==> src/rdl_pkg.sv <==
`timescale 1ns / 1ps
// ----------------------------------------------------------------------------
// rdl_pkg
// Shared types and constants for the reversible deque list engine: the
// channel payloads, the operation codes passed from the parser to the
// executor, and the character codes of the list syntax.
// ----------------------------------------------------------------------------
package rdl_pkg;

  // Store geometry; the depth is a power of two so ring pointers wrap freely.
  localparam int ADDR_BITS  = 10;
  localparam int DEPTH      = 1 << ADDR_BITS;
  localparam int CNT_BITS   = ADDR_BITS + 1;
  localparam int VALUE_BITS = 16;
  localparam int ACC_BITS   = VALUE_BITS + 4;

  // Operation queue between the parser and the executor.
  localparam int QDEPTH    = 4;
  localparam int QPTR_BITS = 2;
  localparam int QCNT_BITS = QPTR_BITS + 1;

  // Input item kinds.
  localparam logic [1:0] KIND_TEXT    = 2'd0;
  localparam logic [1:0] KIND_COMMAND = 2'd1;
  localparam logic [1:0] KIND_DRAIN   = 2'd2;
  localparam logic [1:0] KIND_CLEAR   = 2'd3;

  // Result status codes.
  localparam logic [1:0] STATUS_ELEMENT  = 2'd0;
  localparam logic [1:0] STATUS_EMPTY    = 2'd1;
  localparam logic [1:0] STATUS_ERROR    = 2'd2;
  localparam logic [1:0] STATUS_OVERFLOW = 2'd3;

  // Characters of the list text and the command set.
  localparam logic [7:0] CH_RBRACK = 8'h5D;
  localparam logic [7:0] CH_COMMA  = 8'h2C;
  localparam logic [7:0] CH_ZERO   = 8'h30;
  localparam logic [7:0] CH_NINE   = 8'h39;
  localparam logic [7:0] CH_REV    = 8'h52;
  localparam logic [7:0] CH_DEL    = 8'h44;
  localparam int         RADIX     = 10;

  typedef struct packed {
    logic [1:0] kind;
    logic [7:0] byte_in;
  } in_item_t;

  typedef struct packed {
    logic [15:0] element;
    logic [1:0]  status;
    logic        last_one;
  } out_item_t;

  typedef enum logic [2:0] {
    OP_NONE,
    OP_REV,
    OP_DEL,
    OP_DRAIN,
    OP_CLEAR
  } op_t;

  // One queued operation: an optional push of a parsed number, then the op.
  typedef struct packed {
    logic                  has_push;
    logic [VALUE_BITS-1:0] value;
    op_t                   op;
  } op_entry_t;

  typedef enum logic [1:0] {
    BK_IDLE,
    BK_OP,
    BK_READ
  } back_state_t;

endpackage

==> src/rdl_front.sv <==
`timescale 1ns / 1ps
// ----------------------------------------------------------------------------
// rdl_front
// Input parser. Accepts one item per cycle while the queue has room,
// accumulates decimal digits with saturation, and turns separators,
// commands, drains and clears into entries of the operation queue.
// ----------------------------------------------------------------------------
module rdl_front
  import rdl_pkg::*;
(
  input  logic      clk,
  input  logic      rst,
  input  logic      push,
  input  in_item_t  item,
  input  logic      q_full,
  output logic      q_write,
  output op_entry_t q_entry
);

  logic [VALUE_BITS-1:0] acc;
  logic [VALUE_BITS-1:0] acc_next;
  logic                  digit_seen;
  logic                  digit_seen_next;
  logic                  accept;
  logic                  is_digit;
  logic [ACC_BITS-1:0]   product;
  logic [3:0]            digit_byte;

  assign accept     = push && !q_full;
  assign is_digit   = (item.byte_in >= CH_ZERO) && (item.byte_in <= CH_NINE);
  assign digit_byte = 4'(item.byte_in - CH_ZERO);

  // Next accumulator value for a digit, before saturation.
  assign product = ACC_BITS'(acc) * ACC_BITS'(RADIX) + ACC_BITS'(digit_byte);

  // Classify the item and build the queue entry.
  always_comb begin
    acc_next         = acc;
    digit_seen_next  = digit_seen;
    q_write          = 1'b0;
    q_entry.has_push = digit_seen;
    q_entry.value    = acc;
    q_entry.op       = OP_NONE;
    if (accept) begin
      unique case (item.kind)
        KIND_TEXT: begin
          if (item.byte_in == CH_RBRACK) begin
            q_write         = digit_seen;
            acc_next        = '0;
            digit_seen_next = 1'b0;
          end else if (item.byte_in == CH_COMMA) begin
            q_write          = 1'b1;
            q_entry.has_push = 1'b1;
            acc_next         = '0;
            digit_seen_next  = 1'b0;
          end else if (is_digit) begin
            if (product > ACC_BITS'({VALUE_BITS{1'b1}})) begin
              acc_next = {VALUE_BITS{1'b1}};
            end else begin
              acc_next = product[VALUE_BITS-1:0];
            end
            digit_seen_next = 1'b1;
          end
        end
        KIND_COMMAND: begin
          q_write = 1'b1;
          if (item.byte_in == CH_REV) begin
            q_entry.op = OP_REV;
          end else if (item.byte_in == CH_DEL) begin
            q_entry.op = OP_DEL;
          end
          acc_next        = '0;
          digit_seen_next = 1'b0;
        end
        KIND_DRAIN: begin
          q_write         = 1'b1;
          q_entry.op      = OP_DRAIN;
          acc_next        = '0;
          digit_seen_next = 1'b0;
        end
        default: begin
          // Clear drops any pending number.
          q_write          = 1'b1;
          q_entry.has_push = 1'b0;
          q_entry.op       = OP_CLEAR;
          acc_next         = '0;
          digit_seen_next  = 1'b0;
        end
      endcase
    end
  end

  // Accumulator registers.
  always_ff @(posedge clk) begin
    if (rst) begin
      acc        <= '0;
      digit_seen <= 1'b0;
    end else begin
      acc        <= acc_next;
      digit_seen <= digit_seen_next;
    end
  end

endmodule

==> config.mk <==
export PLATFORM = sky130hd
export DESIGN_NAME = rdl_front
export DESIGN_NICKNAME = d
export VERILOG_FILES = /design/src/rdl_pkg.sv /design/src/rdl_front.sv
export SDC_FILE = /design/constraint.sdc
export NUM_CORES = 1
export LEC_CHECK = 0
export BUFFER_PORTS_ARGS = -buffer_cell sky130_fd_sc_hd__clkbuf_2
export CAP_MARGIN = 15
export CORE_UTILIZATION = 43
export CTS_CLUSTER_DIAMETER = 150
export DETAILED_ROUTE_END_ITERATION = 16
export PLACE_DENSITY = 0.77
export SLEW_MARGIN = 30
export SYNTH_ARGS = -nofsm -noshare
export SYNTH_HDL_FRONTEND = slang
export SYNTH_SLANG_ARGS = --single-unit
==> constraint.sdc <==
create_clock -name clk -period 3.7 [get_ports clk]
set_clock_uncertainty 0.2 [all_clocks]
set_input_delay 0.37 -clock clk [delete_from_list [all_inputs] [get_ports clk]]
set_output_delay 0.37 -clock clk [all_outputs]
set_load 0.03 [all_outputs]
# Yosys cells after proc, flatten, opt, wreduce, memory -nomap -nowiden

Cells that the tools add are included.

Flip-flop bits (word level): 17
Output and inout port bits: 21
Bits of input ports: 14
Word-level logic and storage cells: 42

Add/subtract/negate cells: 2
Reduce and logical (&&, ||, !) cells: 6
Muxes and demuxes: 21
$lt $le $gt $ge: 3
Equality and inequality tests: 7
Multiply operators: 1

Operators by type and width:

| kind                                                                                | count |
|---|---|
| 16-bit two-way mux                                                                  | 5 |
| 8-bit by 7-bit equality test with 1-bit output, second input constant               | 3 |
| 20-bit by 4-bit adder with 20-bit output                                            | 1 |
| 20-bit by 16-bit > comparator with 1-bit output, second input constant              | 1 |
| 16-bit by 3-bit multiplier with 19-bit output, second input constant                | 1 |
| 1-bit two-way mux                                                                   | 11 |
| 3-bit one-hot mux with 3 select lines                                               | 1 |
| 8-bit by 6-bit equality test with 1-bit output, second input constant               | 1 |
| 8-bit by 6-bit greater-or-equal comparator with 1-bit output, second input constant | 1 |
| 8-bit by 6-bit <= comparator with 1-bit output, second input constant               | 1 |
| 2-bit two-way mux                                                                   | 2 |
| 4-bit inequality test, second input constant                                        | 1 |
| 4-bit by 1-bit subtractor with 4-bit output, second input constant                  | 1 |
| 3-bit two-way mux                                                                   | 1 |
| 2-bit by 1-bit equality test with 1-bit output, second input constant               | 1 |
| 2-bit equality test, second input constant                                          | 1 |
| 1-bit logical AND                                                                   | 2 |
| 2-bit logical NOT                                                                   | 1 |
| 1-bit one-hot mux with 2 select lines                                               | 1 |
| 2-bit AND reduction                                                                 | 1 |
| 2-bit OR reduction                                                                  | 1 |
| 1-bit logical NOT                                                                   | 1 |

# Longest topological paths before layout

Depth in word-level cells: 8
Depth in mapped cells: 13
Mapped depth without buffers: 12

# Worst setup path before layout

No wires, ideal clock.

Kind: reg-to-reg
Start: register acc[1]
End: register acc[2]
Path buffers: 1
Period minus slack after synthesis: 3772 ps
Library setup time: 136 ps
Path slack: -72 ps
Data arrival time: 3436 ps
Stages on the path, launching flop included: 14
Required time: 3364 ps
Cell sequence: dfxtp_1 ha_1 ha_1 inv_1 fa_1 nand2b_1 nor2_1 nand3_1 a2111oi_4 nand3_2 or4b_1 o22ai_2 buf_6 a221oi_2

Cells in the longest elaborated chain, start to end: 8

RTL lines:

| what                                              | line            | source |
|---|---|---|
| start: declaration                                | rdl_front.sv:20 | `logic [VALUE_BITS-1:0] acc;` |
| start signal: assignment                          | rdl_front.sv:99 | `acc <= acc_next;` |
| 16-bit by 3-bit multiplier with 19-bit output (*) | rdl_front.sv:34 | `assign product = ACC_BITS'(acc) * ACC_BITS'(RADIX) + ACC_BITS'(digit_byte);` |
| 20-bit by 4-bit adder with 20-bit output (*)      | rdl_front.sv:34 |  |
| 20-bit by 16-bit > comparator with 1-bit output   | rdl_front.sv:57 | `if (product > ACC_BITS'({VALUE_BITS{1'b1}})) begin` |
| 16-bit two-way mux (*)                            | rdl_front.sv:57 |  |
| 16-bit two-way mux (*)                            | rdl_front.sv:56 | `end else if (is_digit) begin` |
| 16-bit two-way mux (*)                            | rdl_front.sv:51 | `end else if (item.byte_in == CH_COMMA) begin` |
| 16-bit two-way mux (*)                            | rdl_front.sv:47 | `if (item.byte_in == CH_RBRACK) begin` |
| 16-bit two-way mux (*)                            | rdl_front.sv:45 | `unique case (item.kind)` |

Every way passes the cells marked *; elsewhere a longest branch is shown, timed or not. The select of a mux whose other input is x is not followed.
A chain may end at the register's enable or synchronous reset.

# Worst setup path in the final report

Start: register acc[3]
End: register acc[1]

Cells in the longest elaborated chain, start to end: 8

RTL lines:

| what                                            | line |
|---|---|
| 16-bit by 3-bit multiplier with 19-bit output   | rdl_front.sv:34 |
| 20-bit by 4-bit adder with 20-bit output        | rdl_front.sv:34 |
| 20-bit by 16-bit > comparator with 1-bit output | rdl_front.sv:57 |
| 16-bit two-way mux                              | rdl_front.sv:57 |
| 16-bit two-way mux                              | rdl_front.sv:56 |
| 16-bit two-way mux                              | rdl_front.sv:51 |
| 16-bit two-way mux                              | rdl_front.sv:47 |
| 16-bit two-way mux                              | rdl_front.sv:45 |

No other way between the ends. The select of a mux whose other input is x is not followed.

==> results.json <==
{
  "slew_headroom": 0.511,
  "power.density_nw_per_um2": 138,
  "grt_pass1_wl_mm": 8.63,
  "clk_latency_ns": 0.25,
  "antenna_found_initial": 0,
  "cts_tree": "built",
  "cts_buffer_depth": 2,
  "grt_pass1_vias": 1843,
  "drc_errors": 0,
  "hold_viol": 0,
  "dr_total_vias": 2139,
  "synth-edff-count": 0,
  "async_flop_share": 0,
  "maxCapViolations": 0,
  "synth-seq-cells": 17,
  "cts_buffers": 3,
  "dp_hpwl_mm": 4.35,
  "port_buffers": 34,
  "cts-root-buf": "clkbuf_8",
  "fin_area_um2": 2600,
  "die_area_um2": 5210,
  "cp-start-kind": "register",
  "seq_area_frac_synth": 0.161,
  "tightest_slew_ns": 0.732,
  "wire_per_inst_um": 14.3,
  "synth_area_um2": 2120,
  "final-max-slew-violation-count": 0,
  "worstRegToRegCells": 13,
  "grt_max_degree": 17,
  "place.gp.congestion": 0.886,
  "critical_path_class": "reg2reg",
  "rrSetupSlack_ns": 0.19,
  "start_util": 0.448,
  "ant_nets": 0,
  "drtIter0Drc": 119,
  "drive_above_1_share": 0.283,
  "p_leak_nw": 1.22,
  "power.total_mw": 0.359,
  "clock.fmax_ghz": 0.285,
  "rows": 25,
  "critPathRequiredTime_ns": 3.62,
  "layout_common_cells": "34 x clkbuf_2, 32 x ha_1, 24 x nand2_1",
  "drt_wl_total_mm": 5.35,
  "rsz0062_at_grt": "false",
  "vias_per_cell": 5.72,
  "final_nets": 358,
  "avgSynthCellArea_um2": 8.21,
  "antenna_cells": 0,
  "status": "completed",
  "hp-class": "in2reg",
  "final_common_cell": "clkbuf_2",
  "syn_inst": 258,
  "whs_ns": 0.228,
  "fin_crit_sh": 0.949,
  "grt_overflow_total": 0,
  "arrival_ns": 3.43,
  "synth-main-ff-cell": "dfxtp_1",
  "die_y_um": 72.2,
  "reg2reg_from": "acc[3]",
  "crit_path_start": "acc[3]",
  "place_area_um2": 2470,
  "clk_pin_slew_ns": 0.07,
  "fin_tns_setup_ns": 0,
  "endpoint_kind": "register",
  "firstDrtPassIters": 4,
  "htree_levels": 1,
  "area.growth.synth_to_final_pct": 22.9,
  "coreArea_um2": 4720,
  "crit_fanout": 16,
  "ioPinCount": 35,
  "critPathCapture": "acc[1]",
  "finalSetupViolCount": 0,
  "vdd_ir_drop_max_v": 0.000128,
  "yosysWarnings": 0,
  "rr_endpoint": "acc[1]",
  "grt_usage": 0.206,
  "yosysUniqueCellTypes": 57,
  "layout_min_cycle_time_ns": 3.51,
  "die_x_um": 72.2,
  "clock-sinks": 17,
  "syn_nets": 308
}
[repair_timing]
action	CTS	global route
hold buffers	0	0
gates resized for setup	0	18
setup endpoints to repair	0	16
endpoints found under the hold margin	0	0
buffers inserted	0	2
[cell usage after synthesis, types with 2 or more instances]
| cell | n | area, um2 |
|---|---|---|
| clkbuf_1 | 5 | 18.8 |
| buf_4 | 2 | 15.0 |
| o211a_1 | 2 | 20.0 |
| o21ai_0 | 8 | 40.0 |
| nor3_1 | 4 | 20.0 |
| nand2b_1 | 3 | 18.8 |
| nor2_1 | 13 | 48.8 |
| nand4_1 | 4 | 25.0 |
| o22ai_1 | 2 | 12.5 |
| a22oi_1 | 8 | 60.1 |
| dfxtp_1 | 17 | 340 |
| inv_1 | 9 | 33.8 |
| xor2_1 | 7 | 61.3 |
| or2_2 | 3 | 18.8 |
| xnor2_1 | 13 | 114 |
| a211o_1 | 2 | 17.5 |
| nor4b_1 | 3 | 26.3 |
| o21a_1 | 4 | 30.0 |
| o311ai_0 | 2 | 17.5 |
| nand3_1 | 7 | 35.0 |
| mux2i_1 | 2 | 20.0 |
| ha_1 | 34 | 425 |
| nand2_1 | 24 | 90.1 |
| fa_1 | 2 | 40.0 |
| o21ai_1 | 9 | 45.0 |
| a21oi_1 | 19 | 95.1 |
| or3_1 | 4 | 25.0 |
| and2_1 | 2 | 12.5 |
| nor2b_1 | 3 | 18.8 |
| a211oi_1 | 4 | 30.0 |
| a21o_1 | 6 | 45.0 |
| a221oi_1 | 6 | 52.6 |
[cell type report]
cell class / count / area (um2)
Sequential cell: 17 / 347
Multi-Input combinational cell: 223 / 1760
Tap cell: 67 / 83.8
Timing Repair Buffer: 54 / 333
Inverter: 9 / 33.8
Clock buffer: 4 / 45.0
Fill cell: 443 / 2120
[through the flow]
step                cells   util  worst slack [ns]
global placement      368  0.523            0.0589
global route          374  0.551            0.0125
finish                374  0.551             0.188
detailed placement    368  0.523           0.00923
CTS                   372  0.533           0.00516
floorplan             258      -            0.0435
[logic make-up after synthesis]
logic type,after synthesis,synth area share
buffers and inverters,18,0.0396
xor gates and xnor gates,20,0.0827
muxes,2,0.00945
DFF,17,0.161
and+or+nand+nor,80,0.198
adders and majority gates,36,0.220
AOI/OAI and AO/OA,85,0.290
[how the worst min path moves through the flow]
stage	startpoint	endpoint	cells past startpoint
6_report	rst	acc[2]	2
5_1_grt	rst	acc[2]	2
4_1_cts	rst	acc[2]	2
3_5_place_dp	digit_seen	digit_seen	2
3_3_place_gp	digit_seen	digit_seen	2
2_1_floorplan	digit_seen	digit_seen	2
[per-layer routing]
metal | GRT usage | wire length, um | up-vias
met5 | 0 | 0 | -
met1 | 0.278 | 2500 | 1016
met3 | 0.0292 | 162 | 8
li1 | - | - | 1082
met2 | 0.353 | 2620 | 33
met4 | 0.0349 | 63 | 0
[critical path: stages, from the launching register on]
cell and delay [ns]:
dfxtp_2 0.35, ha_1 0.28, ha_2 0.21, inv_1 0.07, fa_2 0.45, nand2b_1 0.19
nor2_2 0.14, nand3_2 0.16, a2111oi_4 0.26, nand3_2 0.14, or4b_1 0.50, o22ai_2 0.16
buf_12 0.17, a221oi_1 0.09
[sequential cells by signal (all words and copies together), names as in the netlist]
| signal | flops |
|---|---|
| digit_seen | 1 |
| acc | 16 |
[power by group]
group          leakage, nW  internal, mW  total (mW)  switching [mW]
combinational         1.06        0.0134      0.0373          0.0238
clock               0.0228        0.0764       0.139          0.0622
sequential           0.139         0.183       0.183       0.0000815
total                 1.22         0.273       0.359          0.0861
No activity file was read; power rests on OpenSTA's default activity.
