==> src/rdl_pkg.sv <==
`timescale 1ns / 1ps
// ----------------------------------------------------------------------------
// rdl_pkg
// Shared types and constants for the reversible deque list engine: the
// channel payloads, the operation codes passed from the parser to the
// executor, and the character codes of the list syntax.
// ----------------------------------------------------------------------------
package rdl_pkg;

  // Store geometry; the depth is a power of two so ring pointers wrap freely.
  localparam int ADDR_BITS  = 10;
  localparam int DEPTH      = 1 << ADDR_BITS;
  localparam int CNT_BITS   = ADDR_BITS + 1;
  localparam int VALUE_BITS = 16;
  localparam int ACC_BITS   = VALUE_BITS + 4;

  // Operation queue between the parser and the executor.
  localparam int QDEPTH    = 4;
  localparam int QPTR_BITS = 2;
  localparam int QCNT_BITS = QPTR_BITS + 1;

  // Input item kinds.
  localparam logic [1:0] KIND_TEXT    = 2'd0;
  localparam logic [1:0] KIND_COMMAND = 2'd1;
  localparam logic [1:0] KIND_DRAIN   = 2'd2;
  localparam logic [1:0] KIND_CLEAR   = 2'd3;

  // Result status codes.
  localparam logic [1:0] STATUS_ELEMENT  = 2'd0;
  localparam logic [1:0] STATUS_EMPTY    = 2'd1;
  localparam logic [1:0] STATUS_ERROR    = 2'd2;
  localparam logic [1:0] STATUS_OVERFLOW = 2'd3;

  // Characters of the list text and the command set.
  localparam logic [7:0] CH_RBRACK = 8'h5D;
  localparam logic [7:0] CH_COMMA  = 8'h2C;
  localparam logic [7:0] CH_ZERO   = 8'h30;
  localparam logic [7:0] CH_NINE   = 8'h39;
  localparam logic [7:0] CH_REV    = 8'h52;
  localparam logic [7:0] CH_DEL    = 8'h44;
  localparam int         RADIX     = 10;

  typedef struct packed {
    logic [1:0] kind;
    logic [7:0] byte_in;
  } in_item_t;

  typedef struct packed {
    logic [15:0] element;
    logic [1:0]  status;
    logic        last_one;
  } out_item_t;

  typedef enum logic [2:0] {
    OP_NONE,
    OP_REV,
    OP_DEL,
    OP_DRAIN,
    OP_CLEAR
  } op_t;

  // One queued operation: an optional push of a parsed number, then the op.
  typedef struct packed {
    logic                  has_push;
    logic [VALUE_BITS-1:0] value;
    op_t                   op;
  } op_entry_t;

  typedef enum logic [1:0] {
    BK_IDLE,
    BK_OP,
    BK_READ
  } back_state_t;

endpackage

==> src/rdl_fifo.sv <==
`timescale 1ns / 1ps
// ----------------------------------------------------------------------------
// rdl_fifo
// Short operation queue that decouples the parser from the executor. The
// oldest entry is shown on the read side while empty is low.
// ----------------------------------------------------------------------------
module rdl_fifo
  import rdl_pkg::*;
(
  input  logic      clk,
  input  logic      rst,
  input  logic      wr_en,
  input  op_entry_t wr_data,
  output logic      full,
  input  logic      rd_en,
  output op_entry_t rd_data,
  output logic      empty
);

  op_entry_t            entries [QDEPTH];
  logic [QPTR_BITS-1:0] wr_ptr;
  logic [QPTR_BITS-1:0] rd_ptr;
  logic [QCNT_BITS-1:0] count;
  logic                 do_wr;
  logic                 do_rd;

  assign full    = (count == QCNT_BITS'(QDEPTH));
  assign empty   = (count == '0);
  assign do_wr   = wr_en && !full;
  assign do_rd   = rd_en && !empty;
  assign rd_data = entries[rd_ptr];

  // Entry storage.
  always_ff @(posedge clk) begin
    if (do_wr) begin
      entries[wr_ptr] <= wr_data;
    end
  end

  // Pointers and fill level.
  always_ff @(posedge clk) begin
    if (rst) begin
      wr_ptr <= '0;
      rd_ptr <= '0;
      count  <= '0;
    end else begin
      if (do_wr) begin
        wr_ptr <= wr_ptr + 1'b1;
      end
      if (do_rd) begin
        rd_ptr <= rd_ptr + 1'b1;
      end
      if (do_wr && !do_rd) begin
        count <= count + 1'b1;
      end else if (do_rd && !do_wr) begin
        count <= count - 1'b1;
      end
    end
  end

endmodule

==> config.mk <==
export PLATFORM = sky130hd
export DESIGN_NAME = rdl_fifo
export DESIGN_NICKNAME = d
export VERILOG_FILES = /design/src/rdl_pkg.sv /design/src/rdl_fifo.sv
export SDC_FILE = /design/constraint.sdc
export NUM_CORES = 1
export LEC_CHECK = 0
export BUFFER_PORTS_ARGS = -buffer_cell sky130_fd_sc_hd__buf_2
export CELL_PAD_IN_SITES_DETAIL_PLACEMENT = 2
export CELL_PAD_IN_SITES_GLOBAL_PLACEMENT = 2
export CORE_UTILIZATION = 43
export DETAILED_ROUTE_END_ITERATION = 10
export GPL_TIMING_DRIVEN = 0
export MAX_ROUTING_LAYER = met4
export PLACE_DENSITY_LB_ADDON = 0.3
export SYNTH_ARGS = -nofsm -noshare
export SYNTH_HDL_FRONTEND = slang
export SYNTH_SLANG_ARGS = --single-unit
==> constraint.sdc <==
create_clock -name clk -period 2.5 [get_ports clk]
set_input_delay 0.125 -clock clk [delete_from_list [all_inputs] [get_ports clk]]
set_output_delay 0.125 -clock clk [all_outputs]
set_load 0.005 [all_outputs]
# Word-level counts from Yosys, hierarchy flattened
# Memories as Yosys holds them, arrays and structs flattened. A register that Yosys moved wholly into a read port is not among the register bits.
# Cells that the tools add are included.
totals:
  ff_bits: 7
  ramBits: 80
  out_inout_bits: 22
  elab_cells: 25
  memories: 1
mem_list:
  columns: ["name", "words", "word_bits", "read_ports", "rd_clocked_by_memory_dff", "write_ports", "line", "text"]
  rows:
  - ["entries", 4, 20, 1, 1, 1, "rdl_fifo.sv:20", "op_entry_t entries [QDEPTH];"]
classes:
  n_addsub: 4
  n_eq_ne: 1
  n_mux: 6
  n_reduce_logical: 10
ops:
  columns: ["op", "count"]
  rows:
  - ["$mux 3", 2]
  - ["$add 2x1->2 const B", 2]
  - ["$logic_and 1x1->1", 4]
  - ["$logic_not 1->1", 4]
  - ["$mux 2", 2]
  - ["$add 3x1->3 const B", 1]
  - ["$eq 3x3->1 const B", 1]
  - ["$logic_not 3->1", 1]
  - ["$sub 3x1->3 const B", 1]
  - ["$mux 1", 2]
  - ["$reduce_bool 2->1", 1]

# Logic depth before layout (Yosys ltp)
# Gate-level depths: netlist of run 1.
logic_depth:
  ltp_word: 7
  mapped_depth: 8

# Worst setup path before layout of run 1
# No wires, ideal clock.
synth_path:
  kind: "register -> register"
  startpoint: "register count[0]"
  endpoint: "register count[2]"
  t_arrival_ps: 1894
  setup_slack_ps: 536
  stages_incl_launch_ff: 9
  n_path_buf: 0
  cell_sequence: "dfxtp_1 > nor3b_2 > nor2_2 > ha_1 > inv_1 > fa_1 > xor2_1 > or3_1 > a21oi_1"
synth_via:
  elab_chain_cells: 6
  word_cells_on_any_way: 15
  classes_between: "add/sub (2); eq/ne (1); mux (2); reduce/logical (10)"
synth_rtl:
  columns: ["element", "line", "text"]
  rows:
  - ["from (decl)", "rdl_fifo.sv:23", "logic [QCNT_BITS-1:0] count;"]
  - ["from (signal assigned)", "rdl_fifo.sv:54", "count <= count + 1'b1;"]
  - ["from (signal assigned)", "rdl_fifo.sv:56", "count <= count - 1'b1;"]
  - ["$eq 3x3->1 *", "rdl_fifo.sv:27", "assign full = (count == QCNT_BITS'(QDEPTH));"]
  - ["net full", "rdl_fifo.sv:14", "output logic full,"]
  - ["$logic_not 1->1 *", "rdl_fifo.sv:29", "assign do_wr = wr_en && !full;"]
  - ["$logic_and 1x1->1 *", "rdl_fifo.sv:29", null]
  - ["net do_wr", "rdl_fifo.sv:24", "logic do_wr;"]
  - ["$logic_not 1->1", "rdl_fifo.sv:55", "end else if (do_rd && !do_wr) begin"]
  - ["$logic_and 1x1->1", "rdl_fifo.sv:55", null]
  - ["$reduce_bool 2->1 (no source line)", null, null]
# Mark *: on every way through the listed nets, which the timed path passes. The rest lies on a longest branch. The select of a mux whose other input is x is not followed.
# A chain may end at the register's enable or synchronous reset.

# Worst setup path in the final report of run 1
layout_path:
  startpoint: "register count[0]"
  endpoint: "register count[2]"
layout_via:
  elab_chain_cells: 6
  word_cells_on_any_way: 15
  classes_between: "add/sub (2); eq/ne (1); mux (2); reduce/logical (10)"
layout_rtl:
  columns: ["element", "line"]
  rows:
  - ["$eq 3x3->1 *", "rdl_fifo.sv:27"]
  - ["$logic_not 1->1 *", "rdl_fifo.sv:29"]
  - ["$logic_and 1x1->1 *", "rdl_fifo.sv:29"]
  - ["net do_wr", "rdl_fifo.sv:24"]
  - ["$logic_not 1->1", "rdl_fifo.sv:55"]
  - ["$logic_and 1x1->1", "rdl_fifo.sv:55"]
  - ["$reduce_bool 2->1 (no source line)", null]
# Marked as above.

==> results.yml, run 1 <==
clock_network:
  root_buffer: "clkbuf_8"
  postCtsSetupBuffers: 0
  cts_tree: "yes"
  cts_buffers: 9
  htree_levels: 3
  clockBufferDepth: 2
  clkSinkCount: 89
  clk_pin_slew_ns: 0.09
  clock_latency_ns: 0.35
timing:
  final-hold-violation-count: 0
  maxSlewViolCount: 0
  setup_tns_ns: 0
  period_minus_slack_ns: 2.25
  fin_ws_ns: 0.251
  fmax_ghz: 0.445
  setup-violations-final: 0
  fin_crit_sh: 0.900
  rsz0062_at_grt: "false"
  slew_headroom: 0.265
  worst_slew_pin_slew_ns: 1.10
  skew_ns: 0.00797
power_and_ir_drop:
  power_density_mw_per_mm2: 957
  pwr-share-clk: 0.280
  p_switching_uw: 1070
  ir_worst_vdd_mv: 0.396
  p_leak_uw: 0.00143
  combPwrFrac: 0.238
  p_seq_frac: 0.482
  p_int_uw: 2860
  swShare: 0.271
yosys:
  syn_nets: 182
  synth.avg_cell_area_um2: 22.1
  synthCells: 152
  synth-compound-area-share: 0.0123
  synth_top_family_by_area: "multiplexers"
  ys_types: 22
  yosysTopAreaCell: "edfxtp_1"
  syn_area_mm2: 0.00336
  synth_xor_xnor_area_share: 0.0104
  synth_fa_ha_area_frac: 0.0246
  synthDominantCellAreaShare: 0.716
  yosys.area_share.simple: 0.0276
  ys_ff_latch: 89
  synthTopCellsByArea: "edfxtp_1 (72%), mux4_2 (13%), dfxtp_1 (5.4%)"
  yosysSeqAreaShare: 0.770
  synth_mux_area_frac: 0.140
  yosys_warnings: 0
floorplanning:
  start_util: 0.453
  coreArea_mm2: 0.00741
  die_h_um: 90.3
  die_w_um: 90.3
  fp-row-count: 31
  dieArea_mm2: 0.00816
  io_pins: 46
route:
  vias: 1733
  ant_nets: 0
  wl_per_cell_um: 23.6
  drtPass1Iterations: 4
  drtIter0Drc: 85
  wirelength_um: 7760
  vias_per_cell: 5.27
  remaining_drc_errors: 0
placement:
  io_buffers: 44
  routabilityCongestion: 0.645
  dp_hpwl_um: 4910
  pre_cts_slack_ns: 0.268
hold_path:
  worstHoldPathCells: 1
  min_to: "entries[3][8]"
  hold_path_startpoint: "wr_data[8]"
  hold_path.class: "in -> reg"
outcome:
  outcome: "completed"
global_route:
  grt_first_pass_wirelength_um: 12200
  grt_overflow: 0
  first_global_vias: 2014
  track_usage: 0.218
  grt_antenna_before_repair: 0
  grt_max_degree: 21
cells_and_area:
  synthToLayoutAreaGrowth_pct: 22.3
  n_antenna_cell: 0
  final_nets: 255
  final_layout_size_suffix_gt1_frac: 0.374
critical_path:
  critPathMaxFanout: 6
  required_ns: 2.79
  r2r_end: "count[2]"
  setup.worst_path.class: "reg -> reg"
  r2r_setup_slack_ns: 0.25
  endpoint_kind: "register"
  critPathLaunchType: "register"
  rr_worst_depth: 8
  timing.rr.start: "count[0]"
  critical_path_arrival_ns: 2.54
job:
  maxCapViolCount: 0
## final cells by class
cell class	count	area, um2
fill	644	3300
inverter	4	15.0
buffer	5	36.3
sequential	89	2580
tap	99	124
clock buffer	9	124
multi-input combinational	54	722
clock inverter	7	101
timing repair buffer	62	400
## how the worst max path moves through the flow
stage / startpoint / end / cells past startpoint
floorplan: count[0] / count[2] / 8
global placement: count[0] / count[2] / 8
detailed placement: count[0] / count[2] / 8
CTS: count[0] / count[2] / 8
global route: count[0] / count[2] / 8
finish: count[0] / count[2] / 8
## worst max-delay path: stages, from the launching register on
cell and delay, ns:
dfxtp_1 0.51, nor3b_2 0.11, nor2_2 0.23, ha_1 0.26
inv_1 0.08, fa_1 0.38, xor2_1 0.16, or3_1 0.31
a21oi_1 0.14
## synthesized netlist by cell type
library cell and n:
nor3b_2 1, nor2_2 1, o311ai_1 1, o31ai_2 1, nor3_1 1, nor2_1 5, a21oi_1 2, inv_1 4
fa_1 1, and2_1 4, or3_1 2, buf_2 2, dfxtp_1 9, mux4_2 20, clkbuf_1 1, ha_1 5
o21ai_0 2, buf_6 2, edfxtp_1 80, mux2i_1 2, nand2b_1 2, xor2_1 4
## flip-flops by register name (all words and copies together) (netlist names), named ones only
| register | cells |
|---|---|
| wr_ptr | 2 |
| entries | 80 |
| rd_ptr | 2 |
| count | 3 |
## stage by stage
step | util | std cells | power [uW] | hold WS (ns) | area, um2
CTS | 0.554 | 329 | 3970 | 0.000198 | 4110
global route | 0.554 | 329 | 4130 | 0.0112 | 4110
global placement | 0.499 | 295 | 2750 | 0.336 | 3700
detailed placement | 0.499 | 295 | 2850 | 0.354 | 3700
finish | 0.554 | 329 | 3930 | 0.00892 | 4110
floorplan | - | 152 | 2480 | 0.224 | 3360
## power by group through the flow
stage | Sequential [uW] | Clock, uW | Combinational, uW
6_report | 1890 | 1100 | 935
2_1_floorplan | 1890 | 0 | 595
4_1_cts | 1890 | 1120 | 953
5_1_grt | 1910 | 1190 | 1030
3_5_place_dp | 1930 | 0 | 929
3_3_place_gp | 1890 | 0 | 860
## cell families (layout without fill, tap and decap cells)
kind of cell / Yosys count / after routing
buf+inv: 9 / 87
flops: 89 / 89
simple gates: 16 / 16
xor+xnor: 4 / 4
mux: 22 / 22
compound gates: 6 / 6
fa+ha+maj: 6 / 6
## layout by cell type (no fill, tap or decap), types with 2 or more instances in the layout
cell / count
o21ai_0: 2
clkbuf_8: 9
inv_1: 4
nand2b_1: 2
nor2_1: 5
dlygate4sd3_1: 18
buf_2: 46
and2_1: 4
dfxtp_1: 9
edfxtp_1: 80
inv_6: 2
buf_6: 2
mux2i_1: 2
a21oi_1: 2
ha_1: 5
mux4_2: 20
or3_1: 2
bufinv_16: 2
xor2_1: 4
## metal layers
metal	up-vias	track usage	share of wire
met4	0	0.0645	0.011
met2	38	0.363	0.53
met5	-	-	0
met3	7	0.0463	0.027
met1	931	0.269	0.43
li1	757	-	-
## repair_timing
action,in CTS,in global routing
endpoints found under the hold margin,72,0
gates resized for setup,0,0
endpoints found under the setup margin,0,0
hold buffers,18,0
No activity file was read; power rests on OpenSTA's default activity.
==> run 2, diff against run 1 <==
Settings changed: ABC_AREA from default to 1, CORE_UTILIZATION 43 to 39.
==> results.yml, run 2 <==
cells_and_area:
  reg_top3: "entries: 80 flops, count: 3 flops"
  final_nets: 373
  regMostFlops: "entries"
  final_layout_size_suffix_gt1_frac: 0.239
  synthToLayoutAreaGrowth_pct: 24.5
  fin_area_mm2: 0.00428
  largest_reg_flops: 80
  layout_commonest_cell: "edfxtp_1"
  n_antenna_cell: 0
  final_cell_mix: "edfxtp_1 (80), buf_2 (53), nor2_1 (49)"
power_and_ir_drop:
  p_switching_uw: 1360
  power_density_mw_per_mm2: 952
  swShare: 0.334
  p_int_uw: 2710
  combPwrFrac: 0.284
  pwr-share-clk: 0.250
  ir_worst_vdd_mv: 0.374
  p_leak_uw: 0.00159
  p_seq_frac: 0.466
placement:
  place_area_mm2: 0.00389
  dp_hpwl_um: 6270
  routabilityCongestion: 0.690
  io_buffers: 45
yosys:
  ys_ff_latch: 89
  yosysSeqAreaShare: 0.751
  synthDominantCellAreaShare: 0.699
  synth_edf_count: 80
  synthArstFlopShare: 0
  ys_types: 19
  yosysTopAreaCell: "edfxtp_1"
  synthCells: 264
  syn_area_mm2: 0.00344
  synth.most_common_cell: "edfxtp_1"
  yosys-top-cells-count: "edfxtp_1 (80), nor2_1 (53), o21ai_1 (40)"
  synth.avg_cell_area_um2: 13.0
  synthTopCellsByArea: "edfxtp_1 (70%), o21ai_1 (5.8%), nor2_1 (5.8%)"
  syn_nets: 294
  synth-main-ff-cell: "edfxtp_1"
  yosys_warnings: 0
critical_path:
  rr_worst_depth: 13
  endpoint_kind: "register"
  required_ns: 2.77
  setup.worst_path.class: "reg -> reg"
  critPathLaunchType: "register"
  critPathMaxFanout: 5
  critical_path_arrival_ns: 2.22
route:
  remaining_drc_errors: 0
  vias: 2408
  drtIter0Drc: 96
  vias_per_cell: 5.32
  ant_nets: 0
  drtPass1Iterations: 4
  wirelength_um: 9350
  wl_per_cell_um: 20.6
timing:
  skew_ns: 0.00503
  fmax_ghz: 0.512
  final-hold-violation-count: 0
  rsz0062_at_grt: "false"
  setup-violations-final: 0
  slew_headroom: 0.532
  maxSlewViolCount: 0
  period_minus_slack_ns: 1.95
  worst_slew_pin_slew_ns: 0.701
  setup_tns_ns: 0
  fin_crit_sh: 0.781
floorplanning:
  dieArea_mm2: 0.00920
  io_pins: 46
  die_w_um: 95.9
  fp-row-count: 33
  start_util: 0.410
  die_h_um: 95.9
  coreArea_mm2: 0.00838
clock_network:
  clkSinkCount: 89
  htree_levels: 3
  cts_buffers: 9
  clockBufferDepth: 2
  clk_pin_slew_ns: 0.09
  clock_latency_ns: 0.36
  cts_tree: "yes"
  root_buffer: "clkbuf_8"
hold_path:
  hold_path.class: "in -> reg"
  worstHoldPathCells: 1
global_route:
  grt_first_pass_wirelength_um: 14300
  first_global_vias: 2596
  grt_max_degree: 17
  track_usage: 0.232
  grt_overflow: 0
  grt_antenna_before_repair: 0
outcome:
  outcome: "completed"
job:
  maxCapViolCount: 0
==> run 2: critical path, stage by stage (launching register included) <==
cell	delay [ns]
dfxtp_1	0.41
nor2_2	0.07
nand2_2	0.10
nand2_2	0.12
inv_2	0.11
ha_1	0.18
inv_1	0.08
fa_1	0.38
inv_1	0.09
nand2_1	0.07
nand3_1	0.10
nand2_1	0.06
nand2_1	0.05
nor2_1	0.04
==> run 2: stage by stage <==
stage	util	hold slack (ns)	cells	setup WS, ns	power, uW
after global routing	0.511	0.00647	453	0.380	4290
after floorplan	-	0.194	264	0.633	2520
after detailed placement	0.464	0.344	418	0.580	3070
after CTS	0.510	0.00554	452	0.551	4100
after global placement	0.453	0.338	414	-0.221	2930
final	0.511	0.0259	453	0.547	4080
==> run 2: area by class of cell <==
cell class | instances | area [um2]
inverter | 18 | 67.6
fill | 842 | 4100
buffer | 12 | 55.1
timing repair buffer | 68 | 500
multi-input combinational | 145 | 743
clock inverter | 7 | 77.6
sequential | 89 | 2580
tap | 105 | 131
clock buffer | 9 | 124
==> run 2: final timing paths <==
path | slack [ns] | start | end
setup / recovery | 0.55 | count[0] | count[2]
hold / removal | 0.03 | wr_data[5] | entries[3][5]
setup reg to reg | 0.55 | count[0] | count[2]
hold reg to reg | 0.53 | wr_ptr[1] | wr_ptr[1]
==> run 2: cell families (layout without fill, tap and decap cells) <==
family,Yosys count,in the layout,synth area share
compound gates,64,64,0.100
buf+inv,30,114,0.0357
flops,89,89,0.751
simple gates,74,74,0.0862
fa+ha+maj,6,6,0.0240
xor+xnor,1,1,0.00255
==> run 2: per-layer routing <==
metal,vias to the layer above,track usage,part of all wire
met4,0,0.0659,0.012
met5,-,-,0
met2,53,0.405,0.53
li1,1103,-,-
met3,13,0.0561,0.030
met1,1239,0.267,0.43
==> run 2: what timing repair did <==
item,4_1_cts,5_1_grt
endpoints found under the hold margin,72,1
setup buffers,0,0
resized for setup,0,0
hold buffers,18,1
==> run 2: power by group through the flow <==
stage	Combinational, uW	Clock (uW)	Sequential (uW)
global placement	1010	0	1920
global route	1290	1090	1910
finish	1160	1020	1900
CTS	1180	1030	1900
floorplan	618	0	1900
detailed placement	1130	0	1930
==> run 3, diff against run 2 <==
Settings changed: ABC_AREA 1 to 0, CORE_UTILIZATION 39 to 43.
Clock period 2.5 ns to 2.05 ns, I/O delays scaled along.
==> results.yml, run 3 (synthesized netlist as in run 1, its figures left out) <==
outcome:
  outcome: "completed"
route:
  wl_per_cell_um: 23.8
  ant_nets: 0
  vias: 1745
  drtPass1Iterations: 4
  drtIter0Drc: 105
  wirelength_um: 8020
  remaining_drc_errors: 0
  vias_per_cell: 5.18
timing:
  period_minus_slack_ns: 1.97
  fmax_ghz: 0.509
  fin_crit_sh: 0.959
  hold_ws_ns: 0.145
  final-hold-violation-count: 0
  setup_tns_ns: 0
  setup-violations-final: 0
  worst_slew_pin_slew_ns: 0.579
  skew_ns: 0.0141
  fin_ws_ns: 0.0840
  maxSlewViolCount: 0
  slew_headroom: 0.614
clock_network:
  cts_tree: "yes"
  clock_latency_ns: 0.36
  root_buffer: "clkbuf_8"
  clockBufferDepth: 2
  htree_levels: 3
  cts_buffers: 9
  clkSinkCount: 89
  clk_pin_slew_ns: 0.09
power_and_ir_drop:
  combPwrFrac: 0.253
  p_leak_uw: 0.00148
  power_density_mw_per_mm2: 1170
  p_seq_frac: 0.472
  swShare: 0.276
  finalPower_uw: 4920
  p_int_uw: 3570
  p_switching_uw: 1360
  pwr-share-clk: 0.275
  ir_worst_vdd_mv: 0.595
critical_path:
  rr_worst_depth: 7
  critPathMaxFanout: 6
  critical_path_arrival_ns: 2.25
  endpoint_kind: "register"
  critPathLaunchType: "register"
  required_ns: 2.33
  setup.worst_path.class: "reg -> reg"
floorplanning:
  dieArea_mm2: 0.00816
  start_util: 0.453
  io_pins: 46
  die_w_um: 90.3
  fp-row-count: 31
  coreArea_mm2: 0.00741
  die_h_um: 90.3
hold_path:
  hold_path.class: "in -> reg"
  worstHoldPathCells: 2
cells_and_area:
  fillers: 652
  regMostFlops: "entries"
  synthToLayoutAreaGrowth_pct: 25.6
  regArea_mm2: 0.00259
  final_layout_size_suffix_gt1_frac: 0.433
  largest_reg_flops: 80
  n_antenna_cell: 0
  final_nets: 263
  reg_top3: "entries: 80 flops, count: 3 flops"
  multiInputGateArea_um2: 756
  final_core_util: 0.569
  layout_commonest_cell: "edfxtp_1"
  final_cell_mix: "edfxtp_1 (80), buf_2 (46), mux4_2 (20), dlygate4sd3_1 (20), clkbuf_8 (9)"
placement:
  routabilityCongestion: 0.645
  pre_cts_slack_ns: -0.182
  io_buffers: 44
  dp_hpwl_um: 4910
global_route:
  track_usage: 0.224
  grt_max_degree: 21
  grt_overflow: 0
  grt_first_pass_wirelength_um: 12400
  first_global_vias: 2003
  grt_antenna_before_repair: 0
job:
  maxCapViolCount: 0
run 3: cell count changes in the layout (fill, tap and decap cells not counted), sizes merged, moves of 3 or more:
| cell | delta |
|---|---|
| xor2 | +3 |
| inv | -14 |
| and2 | +4 |
| o21ai | -39 |
| mux4 | +20 |
| o22ai | -20 |
| nand2 | -15 |
| nor2 | -48 |
| clkbuf | -3 |
| buf | -3 |
| nand3 | -4 |
run 3: power groups by stage:
| stage | combinational [uW] | clock [uW] | sequential, uW |
|---|---|---|---|
| after detailed placement | 1130 | 0 | 2350 |
| after floorplan | 726 | 0 | 2300 |
| after global routing | 1360 | 1450 | 2350 |
| final | 1240 | 1350 | 2330 |
| after CTS | 1210 | 1370 | 2330 |
| after global placement | 1050 | 0 | 2310 |
run 3: metrics by stage:
step           cell area, um2  std cells
2_1_floorplan            3360        152
3_5_place_dp             3700        295
4_1_cts                  4180        334
3_3_place_gp             3700        295
5_1_grt                  4220        337
6_report                 4220        337
run 3: worst max-delay path, stage by stage, from the launching register on:
cell	delay (ns)
dfxtp_4	0.39
o31ai_4	0.27
ha_2	0.24
inv_2	0.04
fa_2	0.33
xor2_1	0.16
or3_1	0.33
a21oi_2	0.12
run 3: final cells by class:
| type | count | share of cell area |
|---|---|---|
| Inverter | 4 | 0.00356 |
| Buffer | 5 | 0.00861 |
| Tap cell | 99 | 0.0294 |
| Timing Repair Buffer | 70 | 0.110 |
| Multi-Input combinational cell | 54 | 0.179 |
| Sequential cell | 89 | 0.615 |
| Clock inverter | 7 | 0.0240 |
| Clock buffer | 9 | 0.0294 |
run 3: what timing repair did:
action,in CTS,in global routing
hold endpoints to repair,77,0
pin swaps,2,3
hold buffers,20,0
setup endpoints to repair,81,1
resized for setup,14,3
buffers inserted,3,3
gates cloned,0,0
run 3: worst paths after layout:
path	startpoint	slack (ns)	endpoint
max	count[0]	0.08	count[2]
min	rst	0.14	count[1]
max reg2reg	count[0]	0.08	count[2]
min reg2reg	wr_ptr[1]	0.54	wr_ptr[1]
run 3: per-layer routing:
layer,global-route usage,part of all wire
met5,-,0
met4,0.0766,0.014
met3,0.0387,0.019
met2,0.380,0.53
met1,0.273,0.43
